[src/hdl/pixel_color_filter_top_defines.svh]
// ---------------------------------------------------------------------------
// pixel_color_filter_top_defines
// Assertion macros for the pixel colour filter.
// ---------------------------------------------------------------------------
`ifndef PIXEL_COLOR_FILTER_TOP_DEFINES_SVH
`define PIXEL_COLOR_FILTER_TOP_DEFINES_SVH

// antecedent implies consequent in the same cycle
`define PCF_ASSERT_IMPL(label, clk, rst_n, ante, cons, msg) \
    label: assert property (@(posedge clk) disable iff (!rst_n) \
        (ante) |-> (cons)) else $error(msg);

// antecedent implies a delayed consequent
`define PCF_ASSERT_DLY2(label, clk, rst_n, ante, cons, msg) \
    label: assert property (@(posedge clk) disable iff (!rst_n) \
        (ante) |-> ##2 (cons)) else $error(msg);

`endif

[src/hdl/pcf_pkg.sv]
// ---------------------------------------------------------------------------
// pcf_pkg
// Shared types and constants of the pixel colour filter.
// ---------------------------------------------------------------------------
`default_nettype none

package pcf_pkg;

    localparam int PixelWidth    = 32;
    localparam int ChanWidth     = 8;
    localparam int ModeWidth     = 3;
    localparam int OffsetWidth   = 9;
    localparam int CfgIndexWidth = 3;
    localparam int CfgDataWidth  = 9;

    localparam logic [ModeWidth-1:0] MODE_INVERT    = 3'd0;
    localparam logic [ModeWidth-1:0] MODE_MONO      = 3'd1;
    localparam logic [ModeWidth-1:0] MODE_NIGHT     = 3'd2;
    localparam logic [ModeWidth-1:0] MODE_THRESHOLD = 3'd3;
    localparam logic [ModeWidth-1:0] MODE_OFFSET    = 3'd4;

    localparam logic [CfgIndexWidth-1:0] REG_FILTER_MODE     = 3'd0;
    localparam logic [CfgIndexWidth-1:0] REG_RED_THRESHOLD   = 3'd1;
    localparam logic [CfgIndexWidth-1:0] REG_GREEN_THRESHOLD = 3'd2;
    localparam logic [CfgIndexWidth-1:0] REG_BLUE_THRESHOLD  = 3'd3;
    localparam logic [CfgIndexWidth-1:0] REG_RED_OFFSET      = 3'd4;
    localparam logic [CfgIndexWidth-1:0] REG_GREEN_OFFSET    = 3'd5;
    localparam logic [CfgIndexWidth-1:0] REG_BLUE_OFFSET     = 3'd6;

    typedef struct packed {
        logic [ModeWidth-1:0]          filter_mode;
        logic [ChanWidth-1:0]          red_threshold;
        logic [ChanWidth-1:0]          green_threshold;
        logic [ChanWidth-1:0]          blue_threshold;
        logic signed [OffsetWidth-1:0] red_offset;
        logic signed [OffsetWidth-1:0] green_offset;
        logic signed [OffsetWidth-1:0] blue_offset;
    } cfg_t;

endpackage

`default_nettype wire

[src/hdl/pcf_cfg_regs.sv]
// ---------------------------------------------------------------------------
// pcf_cfg_regs
// Configuration register file; one write request per cycle.
// ---------------------------------------------------------------------------
`default_nettype none

module pcf_cfg_regs (
    input  wire logic                               clk,
    input  wire logic                               rst_n,
    input  wire logic                               cfg_valid,
    output logic                                    cfg_ready,
    input  wire logic [pcf_pkg::CfgIndexWidth-1:0]  cfg_index,
    input  wire logic [pcf_pkg::CfgDataWidth-1:0]   cfg_data,
    output pcf_pkg::cfg_t                           cfg
);
    import pcf_pkg::*;

    cfg_t cfg_reg;
    cfg_t cfg_next;

    assign cfg_ready = 1'b1;
    assign cfg       = cfg_reg;

    always_comb
    begin
        cfg_next = cfg_reg;
        if (cfg_valid)
        begin
            case (cfg_index)
                REG_FILTER_MODE:     cfg_next.filter_mode     = cfg_data[ModeWidth-1:0];
                REG_RED_THRESHOLD:   cfg_next.red_threshold   = cfg_data[ChanWidth-1:0];
                REG_GREEN_THRESHOLD: cfg_next.green_threshold = cfg_data[ChanWidth-1:0];
                REG_BLUE_THRESHOLD:  cfg_next.blue_threshold  = cfg_data[ChanWidth-1:0];
                REG_RED_OFFSET:      cfg_next.red_offset      = cfg_data[OffsetWidth-1:0];
                REG_GREEN_OFFSET:    cfg_next.green_offset    = cfg_data[OffsetWidth-1:0];
                REG_BLUE_OFFSET:     cfg_next.blue_offset     = cfg_data[OffsetWidth-1:0];
                default:             cfg_next = cfg_reg;
            endcase
        end
    end

    always_ff @(posedge clk or negedge rst_n)
    begin
        if (!rst_n)
        begin
            cfg_reg <= '0;
        end
        else
        begin
            cfg_reg <= cfg_next;
        end
    end

endmodule

`default_nettype wire

[src/hdl/pcf_point_op.sv]
// ---------------------------------------------------------------------------
// pcf_point_op
// Combinational per-pixel colour operation; alpha passes through.
// ---------------------------------------------------------------------------
`default_nettype none

module pcf_point_op (
    input  pcf_pkg::cfg_t                          cfg,
    input  wire logic [pcf_pkg::PixelWidth-1:0]    pixel_in,
    output logic [pcf_pkg::PixelWidth-1:0]         pixel_out
);
    import pcf_pkg::*;

    localparam int SumWidth   = ChanWidth + 2;
    localparam int ProdWidth  = 2 * SumWidth;
    localparam int RecipShift = 11;
    // ceil(2^11 / 3); exact floor division by 3 for sums up to 765
    localparam logic [SumWidth-1:0] Recip3 = SumWidth'(((1 << RecipShift) + 2) / 3);

    logic [ChanWidth-1:0] r;
    logic [ChanWidth-1:0] g;
    logic [ChanWidth-1:0] b;
    logic [ChanWidth-1:0] a;
    logic [SumWidth-1:0]  sum;
    logic [ProdWidth-1:0] prod;
    logic [ChanWidth-1:0] mean;
    logic [ChanWidth-1:0] r_out;
    logic [ChanWidth-1:0] g_out;
    logic [ChanWidth-1:0] b_out;

    function automatic logic [ChanWidth-1:0] clamp_add(
        input logic [ChanWidth-1:0]          c,
        input logic signed [OffsetWidth-1:0] off
    );
        logic signed [SumWidth-1:0] s;
        s = $signed({2'b00, c}) + SumWidth'(off);
        if (s[SumWidth-1])
        begin
            return '0;
        end
        else if (s[SumWidth-2])
        begin
            return '1;
        end
        return s[ChanWidth-1:0];
    endfunction

    assign r    = pixel_in[31:24];
    assign g    = pixel_in[23:16];
    assign b    = pixel_in[15:8];
    assign a    = pixel_in[7:0];
    assign sum  = SumWidth'(r) + SumWidth'(g) + SumWidth'(b);
    assign prod = ProdWidth'(sum) * ProdWidth'(Recip3);
    assign mean = prod[RecipShift+ChanWidth-1:RecipShift];

    always_comb
    begin
        r_out = r;
        g_out = g;
        b_out = b;
        case (cfg.filter_mode)
            MODE_INVERT:
            begin
                r_out = ~r;
                g_out = ~g;
                b_out = ~b;
            end
            MODE_MONO:
            begin
                r_out = mean;
                g_out = mean;
                b_out = mean;
            end
            MODE_NIGHT:
            begin
                r_out = '0;
                g_out = mean;
                b_out = '0;
            end
            MODE_THRESHOLD:
            begin
                r_out = (r < cfg.red_threshold)   ? '0 : r;
                g_out = (g < cfg.green_threshold) ? '0 : g;
                b_out = (b < cfg.blue_threshold)  ? '0 : b;
            end
            MODE_OFFSET:
            begin
                r_out = clamp_add(r, cfg.red_offset);
                g_out = clamp_add(g, cfg.green_offset);
                b_out = clamp_add(b, cfg.blue_offset);
            end
            default:
            begin
                r_out = r;
                g_out = g;
                b_out = b;
            end
        endcase
    end

    assign pixel_out = {r_out, g_out, b_out, a};

endmodule

`default_nettype wire

[src/hdl/pixel_color_filter_top.sv]
// ---------------------------------------------------------------------------
// pixel_color_filter_top
// RGBA8888 colour point operation filter: invert, monochrome, night vision,
// threshold and clamped offset; alpha passes through.
// ---------------------------------------------------------------------------
//  channel  | handshake               | payload
//  ---------+-------------------------+-----------------------------
//  input    | start, busy             | pixel_in
//  result   | done (strobe)           | pixel_out
//  config   | cfg_valid, cfg_ready    | cfg_index, cfg_data
//
//  One request per cycle; busy stays low. Path: input register, filter logic,
//  result register. done is high for one cycle per request.
//  Async active-low reset clears the config registers and the valid flags;
//  the pixel data registers are not reset.
//  The receiver cannot stall; results are never held.
// ---------------------------------------------------------------------------
`default_nettype none

`include "pixel_color_filter_top_defines.svh"

module pixel_color_filter_top (
    input  wire logic                               clk,
    input  wire logic                               rst_n,
    input  wire logic                               start,
    output logic                                    busy,
    input  wire logic [pcf_pkg::PixelWidth-1:0]     pixel_in,
    output logic                                    done,
    output logic [pcf_pkg::PixelWidth-1:0]          pixel_out,
    input  wire logic                               cfg_valid,
    output logic                                    cfg_ready,
    input  wire logic [pcf_pkg::CfgIndexWidth-1:0]  cfg_index,
    input  wire logic [pcf_pkg::CfgDataWidth-1:0]   cfg_data
);
    import pcf_pkg::*;

    cfg_t                  cfg;
    logic                  in_valid_reg;
    logic [PixelWidth-1:0] in_pixel_reg;
    logic                  done_reg;
    logic [PixelWidth-1:0] out_pixel_reg;
    logic [PixelWidth-1:0] out_pixel_next;

    assign busy      = 1'b0;
    assign done      = done_reg;
    assign pixel_out = out_pixel_reg;

    pcf_cfg_regs u_cfg_regs (
        .clk       (clk),
        .rst_n     (rst_n),
        .cfg_valid (cfg_valid),
        .cfg_ready (cfg_ready),
        .cfg_index (cfg_index),
        .cfg_data  (cfg_data),
        .cfg       (cfg)
    );

    pcf_point_op u_point_op (
        .cfg       (cfg),
        .pixel_in  (in_pixel_reg),
        .pixel_out (out_pixel_next)
    );

    always_ff @(posedge clk or negedge rst_n)
    begin
        if (!rst_n)
        begin
            in_valid_reg <= 1'b0;
            done_reg     <= 1'b0;
        end
        else
        begin
            in_valid_reg <= start && !busy;
            done_reg     <= in_valid_reg;
        end
    end

    always_ff @(posedge clk)
    begin
        if (start && !busy)
        begin
            in_pixel_reg <= pixel_in;
        end
        if (in_valid_reg)
        begin
            out_pixel_reg <= out_pixel_next;
        end
    end

    `PCF_ASSERT_DLY2(a_req_gives_done, clk, rst_n, start && !busy, done, "request without result")
    `PCF_ASSERT_IMPL(a_done_has_req, clk, rst_n, done, $past(start && !busy, 2), "spurious result")
    `PCF_ASSERT_IMPL(a_alpha_kept, clk, rst_n, done, pixel_out[7:0] == $past(pixel_in[7:0], 2), "alpha changed")

endmodule

`default_nettype wire
[config.mk]
export PLATFORM = sky130hd
export DESIGN_NAME = pixel_color_filter_top
export DESIGN_NICKNAME = d
export VERILOG_FILES = /design/src/hdl/pcf_pkg.sv /design/src/hdl/pcf_cfg_regs.sv /design/src/hdl/pcf_point_op.sv /design/src/hdl/pixel_color_filter_top.sv
export VERILOG_INCLUDE_DIRS = /design/src /design/src/hdl
export SDC_FILE = /design/constraint.sdc
export NUM_CORES = 1
export LEC_CHECK = 0
export ABC_AREA = 1
export BUFFER_PORTS_ARGS = -buffer_cell sky130_fd_sc_hd__buf_2
export CAP_MARGIN = 30
export CORE_UTILIZATION = 55
export DETAILED_ROUTE_END_ITERATION = 8
export HOLD_SLACK_MARGIN = 0.1
export PLACE_DENSITY = 0.83
export SLEW_MARGIN = 20
export SYNTH_ARGS = -nofsm -noshare
export SYNTH_HDL_FRONTEND = slang
export SYNTH_SLANG_ARGS = --single-unit
[constraint.sdc]
create_clock -name clk -period 6.17 [get_ports clk]
set_input_delay 1.234 -clock clk [delete_from_list [all_inputs] [get_ports clk]]
set_output_delay 1.234 -clock clk [all_outputs]
set_load 0.02 [all_outputs]
==> flow_summary_export.csv <==
group,metric,value,unit
routing,drt_iter0_markers,742,
cts,cts_made_buffers,17,
cts,cts.clk_slew.worst_paths,0.06,ns
cells_and_area,multi_input_area,0.00568,sq mm
global_routing,met3_usage,8.81,%
sta,fin_crit_sh,104,%
sta,slew_violations,0,
synthesis,synth_cell_types,43,
synthesis,ys_ff_latch,120,
cts,cts_buffer_depth,2,
worst_hold_path,hold_class,"reg2reg",
global_routing,use_met2,55.2,%
place,port_buffers,80,
die,die-area,0.0172,sq mm
synthesis,synth_nets,1275,
routing,vias_per_cell,5.68,
cts,postCtsHoldBufs,0,
sta,grt_setup_unrepaired,"yes",
setup_path,cp_max_fo,3,
cells_and_area,num-fill-cells,1148,
sta,fmax,0.156,GHz
place,pre_cts_slack,-0.457,ns
setup_path,cp.required,6.35,ns
die,die_y,131,um
global_routing,grt_max_degree,57,
setup_path,crit_slowest_cell,"fa_2",
cts,htree_levels,4,
place,place_hpwl,19.5,mm
sta,finClkSkew,0.0140,ns
routing,wire_per_inst,18.4,um
sta,layout_setup_ws,-0.243,ns
cells_and_area,regArea,0.00332,sq mm
synthesis,syn-instance-count,1087,
global_routing,top_usage_layer,"met2",
cts,cts_sinks,120,
cells_and_area,n_antenna_cell,0,
cells_and_area,largest_register_ffs,54,
routing,drc,0,
place,gp_congestion,0.923,
die,core,0.0161,sq mm
cts,cts-root-buf,"clkbuf_16",
global_routing,grt_pass1_wl,42.8,mm
global_routing,antenna_found_initial,0,
sta,relSlewSlack,40.5,%
die,ioPinCount,83,
global_routing,grt_use_total,33.9,%
die,dieWidth,131,um
outcome,violations,"setup timing",
global_routing,gr-total-overflow,0,
synthesis,yosys_warnings,0,
cells_and_area,final_cells,1502,
die,start_util,57.1,%
cts,cts_tree,"built",
synthesis,synth_area,0.00916,sq mm
synthesis,synth-seq-area-share,36.3,%
cts,clock_latency,0.43,ns
setup_path,worstSetupEndpointType,"flip-flop",
cells_and_area,drive_gt1_share,25.8,%
setup_path,crit_type,"reg2reg",
cells_and_area,area_delta_synth_final,27.4,%
routing,vias,8531,
sta,hold_violations,0,
routing,firstDrtPassIters,7,
place,placedCellCount,1456,
sta,fin_hold_ws,0.418,ns
die,rows,46,
sta,period_needed,6.41,ns
routing,antenna_left,0,
routing,drt-total-wl,27.6,mm
flow_run,cap_violations,0,
global_routing,grt_pass1_vias,8428,
synthesis,syn_avg_cell_area,8.43,sq um
setup_path,arrival,6.59,ns
sta,setup-violations-final,24,
outcome,status,"finished with violations",
setup_path,cp-start-kind,"flip-flop",
global_routing,grt_use_met1,40.1,%
setup_path,critPathMaxStageDelay,0.55,ns
cells_and_area,fin_nets,1461,
sta,tightestPinTransition,0.888,ns
-- cell families (layout without fill, tap and decap cells) --
| logic type | count (synthesis) | in the layout | share of synthesized area (%) |
|---|---|---|---|
| fa+ha+maj | 140 | 140 | 21.0 |
| simple gates | 421 | 421 | 20.2 |
| other cells | 2 | 2 | 0.0820 |
| buf+inv | 177 | 376 | 7.41 |
| compound gates | 190 | 190 | 11.4 |
| xor+xnor | 37 | 37 | 3.62 |
| flops | 120 | 120 | 36.3 |
-- worst paths after layout --
check	from	endpoint	slack [ns]	cells after the start
min in group asynchronous	rst_n	u_cfg_regs.cfg[50]$_DFFE_PN0P_	0.93	2
min reg2reg	in_pixel_reg[7]$_DFFE_PP_	pixel_out[7]$_DFFE_PP_	0.42	0
max reg2reg	in_pixel_reg[16]$_DFFE_PP_	pixel_out[11]$_DFFE_PP_	-0.24	35
max	in_pixel_reg[16]$_DFFE_PP_	pixel_out[11]$_DFFE_PP_	-0.24	35
min	in_pixel_reg[7]$_DFFE_PP_	pixel_out[7]$_DFFE_PP_	0.42	0
max in group asynchronous	rst_n	u_cfg_regs.cfg[5]$_DFFE_PN0P_	4.77	2
-- layout by cell type (no fill, tap or decap), types with 3 or more instances in the layout --
master,count
a21o_1,5
a21oi_1,53
a21oi_2,11
a31oi_1,9
a31oi_4,3
buf_2,80
buf_4,98
buf_6,3
bufinv_16,3
clkbuf_16,17
clkinvlp_4,3
dfrtp_1,56
edfxtp_1,64
fa_1,20
fa_2,3
ha_1,102
ha_4,14
inv_1,153
inv_2,9
inv_6,4
nand2_1,236
nand2_2,22
nand3_1,50
nand3_2,18
nand3b_1,9
nand4_1,17
nor2_1,44
nor2_2,4
nor2_4,4
o21a_1,3
o21ai_0,80
o21ai_1,9
o21ai_2,3
o21bai_1,7
or2_2,6
xnor2_1,13
xor2_1,15
xor2_2,5
-- layout make-up --
type,instances,area share (%)
Clock buffer,17,3.64
Clock inverter,15,1.64
Inverter,163,5.26
Multi-Input combinational cell,790,48.7
Sequential cell,120,28.5
Tap cell,216,2.31
Timing Repair Buffer,181,10.0
-- per-stage QoR --
stage                     cell area [sq um]  util [%]  setup TNS (ns)
after floorplan                        9180         -               0
after global placement                10400      65.0           -4.51
after detailed placement              10400      65.0           -7.00
after CTS                             11500      71.8         -0.0198
after global routing                  11700      72.7          -10.56
final                                 11700      72.7           -4.14
-- synthesized netlist by cell type --
master | instances | area share [%]
nand2_1 | 250 | 10
inv_1 | 160 | 6.6
ha_1 | 117 | 16
o21ai_0 | 89 | 4.9
edfxtp_1 | 64 | 21
a21oi_1 | 63 | 3.4
nand3_1 | 62 | 3.4
dfrtp_1 | 56 | 15
nor2_1 | 51 | 2.1
fa_1 | 23 | 5.0
xor2_1 | 21 | 2.0
nand4_1 | 17 | 1.2
xnor2_1 | 15 | 1.4
a31oi_1 | 11 | 0.75
clkbuf_1 | 11 | 0.45
nand2_2 | 10 | 0.68
nand3b_1 | 9 | 0.74
or2_2 | 8 | 0.55
o21bai_1 | 7 | 0.57
nand3_2 | 6 | 0.66
a21o_1 | 5 | 0.41
inv_2 | 3 | 0.12
o21a_1 | 3 | 0.25
a211oi_1 | 2 | 0.16
a21oi_2 | 2 | 0.19
and2_2 | 2 | 0.16
buf_4 | 2 | 0.16
conb_1 | 2 | 0.082
o21ai_1 | 2 | 0.11
a21boi_0 | 1 | 0.082
a21boi_1 | 1 | 0.082
a31oi_4 | 1 | 0.23
a32oi_1 | 1 | 0.096
and2_1 | 1 | 0.068
buf_6 | 1 | 0.12
nor2_4 | 1 | 0.12
nor3b_2 | 1 | 0.14
nor4_1 | 1 | 0.068
o211ai_1 | 1 | 0.082
o21ai_2 | 1 | 0.096
or2_0 | 1 | 0.068
or2_1 | 1 | 0.068
xor2_2 | 1 | 0.18
-- metal layers --
metal  part of all wire (%)  wire length [um]  up-vias
met5                      0                 0        -
met4                    6.0              1670        0
met3                    8.3              2290      128
met2                     47             13000      444
met1                     39             10700     3964
li1                       -                 -     3995
-- timing repair --
| item | CTS | global route |
|---|---|---|
| cloned | 0 | 0 |
| resized for setup | 67 | 37 |
| setup endpoints to repair | 24 | 24 |
| pin swaps | 51 | 25 |
| buffers inserted | 13 | 1 |
-- worst max-delay path, delay by kind of cell (launching register included) --
family / cells / cell delay [ns]
compound gates: 4 / 0.48
xor+xnor: 1 / 0.15
fa+ha+maj: 8 / 3.00
buf+inv: 6 / 0.26
flops: 1 / 0.41
simple gates: 16 / 1.85
Power is left out: the tool's default activity adds up to more than one toggle a clock period on the data nets, which glitch-free logic cannot reach.
